## src/design/xpmc_pkg.sv

```systemverilog
// shared types, constants and the xorshift32 step for the pattern checker
// no dependencies
package xpmc_pkg;

  localparam int GROUP_WORDS = 8;

  localparam int DATA_W  = 32;
  localparam int GROUP_W = 21;
  localparam int POS_W   = 23;
  localparam int ERR_W   = 24;
  localparam int TOTAL_W = 24;

  localparam logic [GROUP_W-1:0] GROUP_COUNT_MAX   = 21'd1048576;
  localparam logic [GROUP_W-1:0] GROUP_COUNT_RESET = 21'd524288;
  localparam logic [DATA_W-1:0]  SEED_RESET        = 32'd1;
  localparam logic [ERR_W-1:0]   ERR_MAX           = 24'hFFFFFF;

  localparam int SHIFT_A = 13;
  localparam int SHIFT_B = 17;
  localparam int SHIFT_C = 5;

  // operation codes
  localparam logic OP_WRITE = 1'b0;
  localparam logic OP_CHECK = 1'b1;

  // status codes
  localparam logic STATUS_OK        = 1'b0;
  localparam logic STATUS_BAD_PHASE = 1'b1;

  // register index (byte address bit 2)
  localparam logic REG_SEED   = 1'b0;
  localparam logic REG_GROUPS = 1'b1;

  localparam int PADDR_W = 3;

  typedef struct packed {
    logic [DATA_W-1:0]  seed;
    logic [GROUP_W-1:0] group_count;
  } cfg_t;

  typedef struct packed {
    logic [DATA_W-1:0] data_word;
    logic [POS_W-1:0]  word_index;
    logic              mismatch;
    logic [ERR_W-1:0]  error_total;
    logic              pass_end;
    logic              status;
  } result_t;

  function automatic logic [DATA_W-1:0] advance(input logic [DATA_W-1:0] x);
    logic [DATA_W-1:0] a;
    logic [DATA_W-1:0] b;
    a = x ^ (x << SHIFT_A);
    b = a ^ (a >> SHIFT_B);
    return b ^ (b << SHIFT_C);
  endfunction

endpackage

```

## src/design/xpmc_engine.sv

```systemverilog
// pass state (phase, position, generator, error count) and per-word result logic
// depends on xpmc_pkg
module xpmc_engine (
  input  logic                          clk_i,
  input  logic                          rst_ni,
  input  logic                          fire_i,
  input  logic                          op_i,
  input  logic [xpmc_pkg::DATA_W-1:0]   read_data_i,
  input  xpmc_pkg::cfg_t                cfg_i,
  output xpmc_pkg::result_t             result_o
);

  logic                           verify_q, verify_d;
  logic [xpmc_pkg::POS_W-1:0]     pos_q, pos_d;
  logic [xpmc_pkg::DATA_W-1:0]    gen_q, gen_d;
  logic [xpmc_pkg::ERR_W-1:0]     err_q, err_d;

  logic [xpmc_pkg::GROUP_W-1:0]   groups_eff;
  logic [xpmc_pkg::TOTAL_W-1:0]   total;
  logic [xpmc_pkg::TOTAL_W-1:0]   pos_inc;
  logic                           phase_ok;
  logic                           first_word;
  logic                           last_word;
  logic [xpmc_pkg::DATA_W-1:0]    gen_next;
  logic [xpmc_pkg::ERR_W-1:0]     err_base;
  logic                           miss;

  // clamp group count to 1..max
  always_comb begin
    if (cfg_i.group_count == '0) begin
      groups_eff = xpmc_pkg::GROUP_W'(1);
    end else if (cfg_i.group_count > xpmc_pkg::GROUP_COUNT_MAX) begin
      groups_eff = xpmc_pkg::GROUP_COUNT_MAX;
    end else begin
      groups_eff = cfg_i.group_count;
    end
  end

  assign total      = xpmc_pkg::TOTAL_W'(groups_eff) *
                      xpmc_pkg::TOTAL_W'(xpmc_pkg::GROUP_WORDS);
  assign pos_inc    = {1'b0, pos_q} + xpmc_pkg::TOTAL_W'(1);
  assign phase_ok   = (op_i == verify_q);
  assign first_word = (pos_q == '0);
  assign last_word  = (pos_inc >= total);
  assign gen_next   = xpmc_pkg::advance(first_word ? cfg_i.seed : gen_q);
  assign err_base   = (first_word && verify_q) ? '0 : err_q;
  assign miss       = verify_q && (read_data_i != gen_next);

  always_comb begin
    verify_d = verify_q;
    pos_d    = pos_q;
    gen_d    = gen_q;
    err_d    = err_q;
    result_o.data_word   = '0;
    result_o.word_index  = pos_q;
    result_o.mismatch    = 1'b0;
    result_o.error_total = err_q;
    result_o.pass_end    = 1'b0;
    result_o.status      = xpmc_pkg::STATUS_BAD_PHASE;
    if (phase_ok) begin
      gen_d = gen_next;
      err_d = err_base;
      if (miss && (err_base != xpmc_pkg::ERR_MAX)) begin
        err_d = err_base + xpmc_pkg::ERR_W'(1);
      end
      if (last_word) begin
        pos_d    = '0;
        verify_d = !verify_q;
      end else begin
        pos_d = pos_inc[xpmc_pkg::POS_W-1:0];
      end
      result_o.data_word   = gen_next;
      result_o.mismatch    = miss;
      result_o.error_total = err_d;
      result_o.pass_end    = last_word;
      result_o.status      = xpmc_pkg::STATUS_OK;
    end
  end

  always_ff @(posedge clk_i or negedge rst_ni) begin
    if (!rst_ni) begin
      verify_q <= 1'b0;
      pos_q    <= '0;
      err_q    <= '0;
    end else if (fire_i) begin
      verify_q <= verify_d;
      pos_q    <= pos_d;
      err_q    <= err_d;
    end
  end

  // loaded from seed before first use in every pass
  always_ff @(posedge clk_i) begin
    if (fire_i) begin
      gen_q <= gen_d;
    end
  end

endmodule

```

## config.mk

```make
export PLATFORM = sky130hd
export DESIGN_NAME = xpmc_engine
export DESIGN_NICKNAME = d
export VERILOG_FILES = /design/src/design/xpmc_pkg.sv /design/src/design/xpmc_engine.sv
export SDC_FILE = /design/constraint.sdc
export NUM_CORES = 1
export LEC_CHECK = 0
export ABC_AREA = 1
export BUFFER_PORTS_ARGS = -buffer_cell sky130_fd_sc_hd__buf_2
export CORE_MARGIN = 2
export CORE_UTILIZATION = 55
export CTS_BUF_LIST = sky130_fd_sc_hd__clkbuf_8
export DETAILED_ROUTE_END_ITERATION = 10
export PLACE_DENSITY_LB_ADDON = 0.2
export SYNTH_ARGS = -nofsm -noshare
export SYNTH_HDL_FRONTEND = slang
export SYNTH_SLANG_ARGS = --single-unit
```

## constraint.sdc

```tcl
create_clock -name clk_i -period 4.3 [get_ports clk_i]
set_input_delay 0.215 -clock clk_i [delete_from_list [all_inputs] [get_ports clk_i]]
set_output_delay 0.215 -clock clk_i [all_outputs]
set_load 0.01 [all_outputs]
```

==> results of run 1 <==
what timing repair did:
action / in CTS / in global routing
endpoints found under the setup margin: 19 / 46
hold buffers: 1 / 0
resized for setup: 3 / 75
hold endpoints to repair: 48 / 0
cloned: 0 / 6
pin swaps: 0 / 12
buffers inserted: 0 / 15
per-layer routing:
layer	vias to the layer above	global-route usage [%]	share of wire [%]
li1	5045	-	-
met1	4699	45.12	40
met2	634	54.44	46
met3	88	4.377	10
met4	0	13.62	3.7
met5	-	0	0
flip-flops by register name, summed over array words and instances (netlist names):
signal,cells
gen_q,32
err_q,24
pos_q,23
verify_q,1
layout by cell type (no fill, tap or decap), types with 5 or more instances in the layout:
master      n
nor2_4      9
nor4_1     10
xor2_1     21
nor3_1     13
o21ai_1     6
nor2_2     18
buf_6       5
inv_2       6
o21ai_2     7
nand2_1   641
nand3b_1   11
o21ai_0    14
dfrtp_1    46
buf_12      5
edfxtp_1   32
inv_1     192
o22ai_1    11
ha_1       22
nand3_4     5
nand4_2    11
clkbuf_8   10
buf_2     170
nand2_2    32
nand4_1    65
xnor2_1     7
buf_4      28
a21oi_1    20
nor2_1     92
nand3_1   107
how the worst min path moves through the flow:
| stage | start | end | slack, ns | cells after the start |
|---|---|---|---|---|
| 2_1_floorplan | rst_ni | err_q[0] | -0.08 | 0 |
| 3_3_place_gp | rst_ni | pos_q[9] | 0.38 | 2 |
| 3_5_place_dp | rst_ni | pos_q[8] | 0.37 | 2 |
| 4_1_cts | fire_i | err_q[19] | 0.38 | 5 |
| 5_1_grt | cfg_i[24] | gen_q[3] | 0.42 | 5 |
| 6_report | fire_i | err_q[19] | 0.39 | 5 |
critical path: stages (launching register included):
cell and delay [ns]:
dfrtp_1 0.43, inv_1 0.12, ha_4 0.15, nand3_1 0.12, nor2_4 0.20, buf_12 0.13, buf_12 0.16, nand4_1 0.09
nand2_1 0.14, nand2_1 0.06, nand2_1 0.11, nand2_1 0.10, nand2_1 0.22, xor2_2 0.24, inv_1 0.08, nand2_1 0.06
nand2_1 0.10, nand2_1 0.13, nor2_4 0.05, nand3_4 0.15, clkbuf_16 0.21, nand4_1 0.15, nand3_1 0.13, nand2_1 0.05
buf_2 0.13
layout make-up:
cell class | instances | area [um2] | share of cell area, %
multi-input combinational | 1148 | 5679 | 54.83
sequential | 80 | 2165 | 20.90
timing repair buffer | 214 | 1343 | 12.96
inverter | 198 | 743.2 | 7.175
tap | 211 | 264.0 | 2.549
clock buffer | 10 | 137.6 | 1.329
clock inverter | 6 | 27.53 | 0.2657
stage by stage:
stage | hold WS, ns | cell area (um2) | std cells | utilization, % | worst slack (ns)
floorplan | -0.08059 | 8598 | 1472 | - | 0.6262
global placement | 0.3756 | 9633 | 1829 | 63.13 | 0.3981
detailed placement | 0.3737 | 9633 | 1829 | 63.13 | 0.2942
CTS | 0.3792 | 9821 | 1846 | 64.36 | 0.04198
global route | 0.4227 | 10360 | 1867 | 67.89 | -0.09123
finish | 0.3892 | 10360 | 1867 | 67.89 | 0.1810
kinds of logic after synthesis:
logic type      share of synthesized area [%]
flops                                   25.15
xor+xnor                                3.260
simple gates                            51.82
fa+ha+maj                               3.492
buf+inv                                 11.73
compound gates                          4.555
==> flow_summary_export.csv, run 1 <==
group,metric,value,unit
logic_synthesis,yosys_register_bits,80,
global_routing,grt.overflow.total,0,
sta,period_needed,4.119,ns
critical_path,start_kind,"flip-flop",
logic_synthesis,synthCells,1472,
finish,final_nets,1764,
flow_run,maxCapViolCount,0,
finish,area_delta_synth_final,20.47,%
die,chipHeight,129.0,um
logic_synthesis,netlist_area,8598,um2
placement,hpwl,20850,um
sta,tns,0,ns
clock_tree,numCtsBuffers,9,
drt,remaining_drc_errors,0,
run_status,status,"complete, no violations",
logic_synthesis,synth_top_area_cell,"nand2_1",
global_routing,antenna_found_initial,0,
drt,wl_per_cell,15.70,um
sta,fin_worst_skew,0.01317,ns
drt,drtIter0Drc,1188,
critical_path,critPathCaptureType,"output pin",
clock_tree,htree_levels,3,
finish,nFillCells,1417,
logic_synthesis,synthTopCellsByArea,"nand2_1 29%, dfrtp_1 14%, edfxtp_1 11%",
logic_synthesis,syn_nets,1585,
clock_tree,cts_sinks,80,
logic_synthesis,synth_top_flop_cell,"dfrtp_1",
critical_path,reg2reg_depth,21,
sta,tightest_slew,1.142,ns
logic_synthesis,ys_warn_count,0,
sta,drv_slew,0,
logic_synthesis,synth_edf_count,32,
logic_synthesis,synth_most_common_cell,"nand2_1",
placement,port_buffers,170,
logic_synthesis,yosysSeqAreaShare,25.15,%
clock_tree,clk_latency,0.39,ns
clock_tree,clockBufferDepth,2,
sta,fin_crit_sh,95.79,%
sta,max_freq,0.2428,GHz
sta,relSlewSlack,23.86,%
drt,ant_nets,0,
finish,drive_gt1_share,20.05,%
global_routing,grt_pass1_wl,44040,um
sta,final-hold-violation-count,0,
clock_tree,tritoncts,"done",
drt,via_per_inst,5.606,
die,io_pins,171,
logic_synthesis,synth.distinct_cells,40,
logic_synthesis,synth_area_per_cell,5.841,um2
critical_path,cp.required,4.09,ns
min_path,worstHoldPathType,"in -> reg",
die,initial_utilization,56.35,%
critical_path,arrival,3.90,ns
placement,gp_congestion,0.9914,
clock_tree,clock-root-buffer,"clkbuf_8",
finish,num_antenna_cells,0,
die,std_cell_rows,45,
drt,wirelength,29310,um
critical_path,critical_path.max_fanout,22,
logic_synthesis,yosys-top-cells-count,"657 x nand2_1, 192 x inv_1, 108 x nand3_1",
logic_synthesis,synth_top_area_share,28.68,%
critical_path,crit_type,"reg -> out",
drt,first_pass_iters,8,
die,core-area,15260,um2
critical_path,endpoint,"result_o[10]",
die,fp.dieW,129.0,um
critical_path,r2r_start,"pos_q[1]",
sta,setup_viol,0,
clock_tree,path_clk_slew,0.09,ns
global_routing,grt_pass1_vias,8897,
sta,rsz0062_at_grt,"true",
global_routing,grt_max_degree,58,
critical_path,rrSetupSlack,0.41,ns
critical_path,reg2reg_to,"pos_q[14]",
critical_path,cp-startpoint,"pos_q[1]",
global_routing,grtUsageTotal,33.40,%
die,dieArea,16650,um2
logic_synthesis,async_flop_share,60.00,%
drt,num_vias,10470,
Power of run 1 is not shown: default switching activity piles up to over one toggle a cycle in this logic, so the estimate is an artifact.
==> run 2: changes to the inputs <==
clock period = 4.4 ns   (was 4.3 ns; I/O delays follow)
==> run 2 against run 1 <==
Net effect: via count down 3.4%; non-clock buffer count down 17; sequential share of layout area up 0.68 points; first-iteration DRC count down 29%; final cell count down 0.96%; critical path depth unchanged; utilization down 2.2 points; global-route usage about the same; final area down 3.2%; register-to-register slack worse by 0.02 ns; largest cell class unchanged; worst setup slack better by 0.061 ns; highest routed layer unchanged.
==> flow_summary_export.csv, run 2 (synthesis results as in run 1) <==
group,metric,value,unit
critical_path,r2r_start,"pos_q[1]",
global_routing,antenna_found_initial,0,
clock_tree,tritoncts,"done",
finish,final_nets,1747,
critical_path,crit_top_cell,"nand2_1",
min_path,holdPathStages,5,
flow_run,maxCapViolCount,0,
finish,final_common_cell,"nand2_1",
global_routing,grt_pass1_vias,9252,
sta,final-hold-violation-count,0,
drt,wl_per_cell,15.06,um
die,io_pins,171,
clock_tree,clockBufferDepth,2,
clock_tree,clock-root-buffer,"clkbuf_8",
run_status,status,"complete, no violations",
critical_path,path_cells,"inv_1 > ha_2 > nand3_1 > nor2_4 > buf_8 > nand4_1 > nand2_1 > nand2_1 > nand2_1 > nand2_1 > nand2_1 > nand2_1 > nand2_1 > nor2_1 > nor2_1 > nand2_1 > nor2_2 > nand3_4 > buf_12 > nand3_1 > nand2_1 > nand3_1 > nand2_1 > buf_2",
sta,fin_worst_skew,0.01664,ns
drt,drtIter0Drc,842,
finish,reg_top3,"gen_q (32), err_q (24), pos_q (23)",
critical_path,cp.required,4.18,ns
global_routing,grt_max_degree,58,
sta,setup_viol,0,
die,dieArea,16650,um2
finish,largest_register,"gen_q",
drt,via_per_inst,5.466,
sta,fin_crit_sh,94.49,%
sta,relSlewSlack,23.59,%
global_routing,grt.overflow.total,0,
drt,wirelength,27860,um
min_path,min_to,"gen_q[3]",
finish,nFillCells,1480,
sta,tightest_slew,1.145,ns
drt,first_pass_iters,6,
critical_path,critPathCaptureType,"output pin",
min_path,worstHoldStart,"cfg_i[24]",
placement,pre_cts_slack,0.1281,ns
finish,num_antenna_cells,0,
sta,setup_slack,0.2423,ns
die,std_cell_rows,45,
sta,period_needed,4.158,ns
finish,final_cell_mix,"653 x nand2_1, 192 x inv_1, 170 x buf_2, 107 x nand3_1, 97 x nor2_1",
clock_tree,numCtsBuffers,9,
critical_path,critPathTopFamily,"simple AND/OR/NAND/NOR gates",
sta,drv_slew,0,
sta,max_freq,0.2405,GHz
finish,area_delta_synth_final,16.62,%
finish,drive_gt1_share,17.77,%
critical_path,reg2reg_to,"pos_q[16]",
die,initial_utilization,56.35,%
critical_path,critPathSlowestCell,"dfrtp_1",
placement,port_buffers,170,
clock_tree,path_clk_slew,0.09,ns
critical_path,start_kind,"flip-flop",
drt,remaining_drc_errors,0,
critical_path,crit_type,"reg -> out",
placement,hpwl,20610,um
drt,num_vias,10110,
clock_tree,htree_levels,3,
placement,gp_congestion,0.9294,
die,core-area,15260,um2
min_path,worstHoldPathType,"in -> reg",
finish,multiInputGateArea,5555,um2
clock_tree,cts_sinks,80,
critical_path,cpPeakStageDelay,0.40,ns
drt,ant_nets,0,
global_routing,grtUsageTotal,33.42,%
global_routing,grt_pass1_wl,44450,um
critical_path,critPathBufInv,4,
critical_path,worst-path-stages,24,
finish,largest_reg_flops,32,
die,chipHeight,129.0,um
critical_path,critical_path.max_fanout,37,
critical_path,arrival,3.94,ns
finish,ff_latch_area,2163,um2
critical_path,rrSetupSlack,0.39,ns
clock_tree,clk_latency,0.38,ns
critical_path,reg2reg_depth,21,
die,fp.dieW,129.0,um
[run 2: tightest hold or removal path, cell delays in order]
cell and delay (ns):
buf_2 0.10, inv_1 0.06, o21ai_2 0.08, nand2_1 0.07, nand2_1 0.09
[run 2: cell type report]
class / instances / area share (%)
Clock buffer: 11 / 1.510
Multi-Input combinational cell: 1148 / 55.40
Sequential cell: 80 / 21.57
Inverter: 198 / 7.412
Tap cell: 211 / 2.633
Timing Repair Buffer: 197 / 11.01
Clock inverter: 4 / 0.4617
[run 2: through the flow]
step                       TNS [ns]  instance area, um2  util [%]  hold slack, ns  instances
after CTS                 -0.005771                9818     64.35          0.4149       1843
after global routing        -0.3019               10030     65.72          0.4563       1849
after detailed placement          0                9605     62.95          0.3776       1827
after global placement            0                9605     62.95          0.3691       1827
final                             0               10030     65.72          0.4181       1849
after floorplan                   0                8598         -        -0.07559       1472
[run 2: metal layers]
metal	track usage [%]	routed length, um	vias up
li1	-	-	5011
met2	55.21	12700	495
met5	0	0	-
met3	4.211	2311	82
met1	43.71	11760	4519
met4	15.92	1085	0
[run 2: how the worst max path moves through the flow]
stage	startpoint	endpoint	slack (ns)
2_1_floorplan	pos_q[2]	pos_q[17]	0.73
3_3_place_gp	pos_q[2]	pos_q[14]	0.30
3_5_place_dp	pos_q[2]	pos_q[14]	0.13
4_1_cts	pos_q[0]	result_o[24]	-0.006
5_1_grt	pos_q[0]	result_o[4]	-0.06
6_report	pos_q[0]	result_o[24]	0.24
[run 2: timing repair]
action                                  in CTS  in global routing
pin swaps                                    0                  4
setup buffers                                0                  5
gates cloned                                 0                  1
resized for setup                            1                 38
hold buffers                                 1                  0
endpoints found under the setup margin      11                 46
hold endpoints to repair                    48                  0
Power of run 2 is left out for the same reason.
==> run 3: changes to the inputs <==
ABC_AREA = unset   (was 1)
==> run 3 against run 2 <==
Net effect: sequential share of layout area increased by 0.43 points; non-clock buffer count increased by 13; maximum frequency decreased by 2.9%.
==> flow_summary_export.csv, run 3 <==
group,metric,value,unit
run_status,status,"complete, no violations",
global_routing,grt_busiest_layer,"met2",
die,std_cell_rows,45,
critical_path,r2r_start,"pos_q[1]",
drt,num_vias,8117,
power,power_density,896.4,nW/um2
logic_synthesis,syn_nets,1080,
drt,wirelength,25830,um
placement,hpwl,19340,um
power,p_seq_share,17.9,%
drt,ant_nets,0,
global_routing,grtUsageTotal,31.15,%
drt,via_per_inst,6.117,
logic_synthesis,async_flop_share,60.00,%
placement,gp_congestion,0.9860,
critical_path,cp.required,4.18,ns
die,chipHeight,127.6,um
sta,setup_slack,0.1189,ns
sta,tightest_slew,1.068,ns
power,leakage,0.004435,uW
drt,remaining_drc_errors,0,
finish,largest_register,"gen_q",
clock_tree,htree_levels,3,
global_routing,grt_max_degree,49,
sta,fin_worst_skew,0.01475,ns
finish,largest_reg_flops,32,
finish,final_common_cell,"buf_2",
power,p_sw_share,49.47,%
drt,wl_per_cell,19.47,um
clock_tree,tritoncts,"done",
global_routing,grt.overflow.total,0,
finish,reg_top3,"gen_q (32), err_q (24), pos_q (23)",
sta,drv_slew,0,
critical_path,crit_type,"reg -> out",
sta,period_needed,4.281,ns
logic_synthesis,synth.distinct_cells,78,
global_routing,met1_usage,40.48,%
clock_tree,path_clk_slew,0.09,ns
clock_tree,numCtsBuffers,9,
critical_path,arrival,4.06,ns
finish,final_cell_mix,"170 x buf_2, 121 x nand2_1, 85 x xnor2_1, 57 x nor2_1, 55 x nand3_1",
power,finalPower,8808,uW
finish,drive_gt1_share,22.83,%
critical_path,critical_path.max_fanout,21,
clock_tree,cts_sinks,80,
drt,drtIter0Drc,714,
logic_synthesis,synth_top_flop_cell,"dfrtp_1",
logic_synthesis,yosysSeqAreaShare,25.75,%
logic_synthesis,synthTopCellsByArea,"dfrtp_1 14%, edfxtp_1 11%, xnor2_1 9.0%",
power,p_int,4451,uW
sta,final-hold-violation-count,0,
logic_synthesis,ys_warn_count,0,
finish,num_antenna_cells,0,
clock_tree,clockBufferDepth,2,
finish,area_delta_synth_final,17.02,%
sta,max_freq,0.2336,GHz
min_path,worstHoldPathType,"in -> async",
logic_synthesis,yosys_register_bits,80,
logic_synthesis,synth_area_per_cell,8.683,um2
sta,setup_viol,0,
logic_synthesis,synthCells,967,
logic_synthesis,synth_edf_count,32,
placement,pre_cts_slack,0.1099,ns
logic_synthesis,synth_most_common_cell,"nand2_1",
flow_run,maxCapViolCount,0,
global_routing,grt.met3_usage,4.941,%
drt,first_pass_iters,5,
logic_synthesis,yosys-top-cells-count,"122 x nand2_1, 86 x xnor2_1, 61 x nor2_1",
die,fp.dieW,127.6,um
finish,final_nets,1247,
logic_synthesis,synth_top_area_share,14.30,%
power,peakVddDrop,0.5098,mV
power,pwr-share-clk,6.2,%
sta,relSlewSlack,28.73,%
critical_path,start_kind,"flip-flop",
die,io_pins,171,
placement,port_buffers,170,
global_routing,antenna_found_initial,0,
logic_synthesis,netlist_area,8397,um2
power,p_comb_share,75.9,%
critical_path,cp-startpoint,"pos_q[1]",
global_routing,grt_pass1_vias,7360,
clock_tree,clk_latency,0.38,ns
global_routing,grt_pass1_wl,39380,um
finish,utilization,65.36,%
sta,rsz0062_at_grt,"true",
sta,tns,0,ns
critical_path,critPathCaptureType,"output pin",
die,dieArea,16270,um2
die,initial_utilization,55.86,%
global_routing,met2_usage,51.78,%
power,switchingPower,4357,uW
die,core-area,15030,um2
logic_synthesis,synth_top_area_cell,"dfrtp_1",
clock_tree,clock-root-buffer,"clkbuf_8",
sta,fin_crit_sh,97.30,%
-- run 3: changes by cell type in the layout (fill, tap and decap cells not counted), sizes merged, moves of 18 or more --
cell,change
and2,+37
and3,+19
inv,-170
nand2,-548
nand3,-55
nand4,-42
nor2,-57
o211ai,+28
or4,+18
xnor2,+80
xnor3,+24
-- run 3: metrics by stage --
| step | cells | hold slack, ns | instance area [um2] |
|---|---|---|---|
| finish | 1327 | 0.4918 | 9826 |
| floorplan | 967 | -0.07559 | 8397 |
| global placement | 1297 | 0.3784 | 9427 |
| detailed placement | 1297 | 0.3796 | 9427 |
| global route | 1327 | 0.5418 | 9826 |
| CTS | 1315 | 0.4902 | 9654 |
-- run 3: what timing repair did --
item                                   CTS  global route
cloned                                   0             2
pin swaps                                1             8
resized for setup                        7            16
hold buffers                             1             0
setup endpoints to repair                9            42
setup buffers                            1            10
endpoints found under the hold margin   48             0
-- run 3: area by class of cell --
cell class	count	area (um2)
Clock buffer	9	123.9
Inverter	22	82.58
Tap cell	188	235.2
Sequential cell	80	2162
Clock inverter	7	56.30
Timing Repair Buffer	210	1174
Multi-Input combinational cell	811	5992
Fill cell	1314	5207
-- run 3: cells by family (layout without fill, tap and decap cells) --
family                     Yosys count  in the layout  synth area share (%)
xor gates and xnor gates           163            163                 22.81
buffers and inverters               78            248                 4.247
adders and majority gates           24             24                 3.576
and+or+nand+nor                    432            434                 27.54
AOI/OAI and AO/OA                  184            184                 15.35
DFF                                 80             80                 25.75
muxes                                6              6                0.7302
-- run 3: final timing paths --
kind | end | slack [ns] | cells past startpoint
worst max-delay path | result_o[22] | 0.12 | 16
worst min-delay path | err_q[21] | 0.49 | 3
worst max register to register | pos_q[0] | 0.23 | 19
worst min register to register | err_q[19] | 0.53 | 1
max in group asynchronous | pos_q[6] | 3.43 | 3
min in group clk_i | pos_q[21] | 0.51 | 5
-- run 3: critical path: stages, from the launching register on --
cell,delay [ns]
dfrtp_1,0.45
inv_1,0.11
ha_1,0.16
nor4b_4,0.27
buf_4,0.17
and2_1,0.22
buf_6,0.23
a211oi_1,0.09
or4b_1,0.56
o2111ai_1,0.16
nor4_2,0.11
nand3_4,0.18
nand4_1,0.22
buf_4,0.21
or3_1,0.33
nand3_1,0.08
buf_2,0.13
-- run 3: power groups by stage --
stage	logic (uW)	registers (uW)	clock network [uW]
2_1_floorplan	4620	1510	0
3_3_place_gp	6380	1570	0
3_5_place_dp	6470	1580	0
4_1_cts	6520	1570	551
5_1_grt	7230	1610	583
6_report	6680	1580	548
-- run 3: routing by layer --
| layer | vias up | share of wire [%] |
|---|---|---|
| met5 | - | 0 |
| met4 | 0 | 4.5 |
| met2 | 340 | 48 |
| met3 | 62 | 7.1 |
| li1 | 3889 | - |
| met1 | 3826 | 41 |
Power figures use the tool's default switching activity.
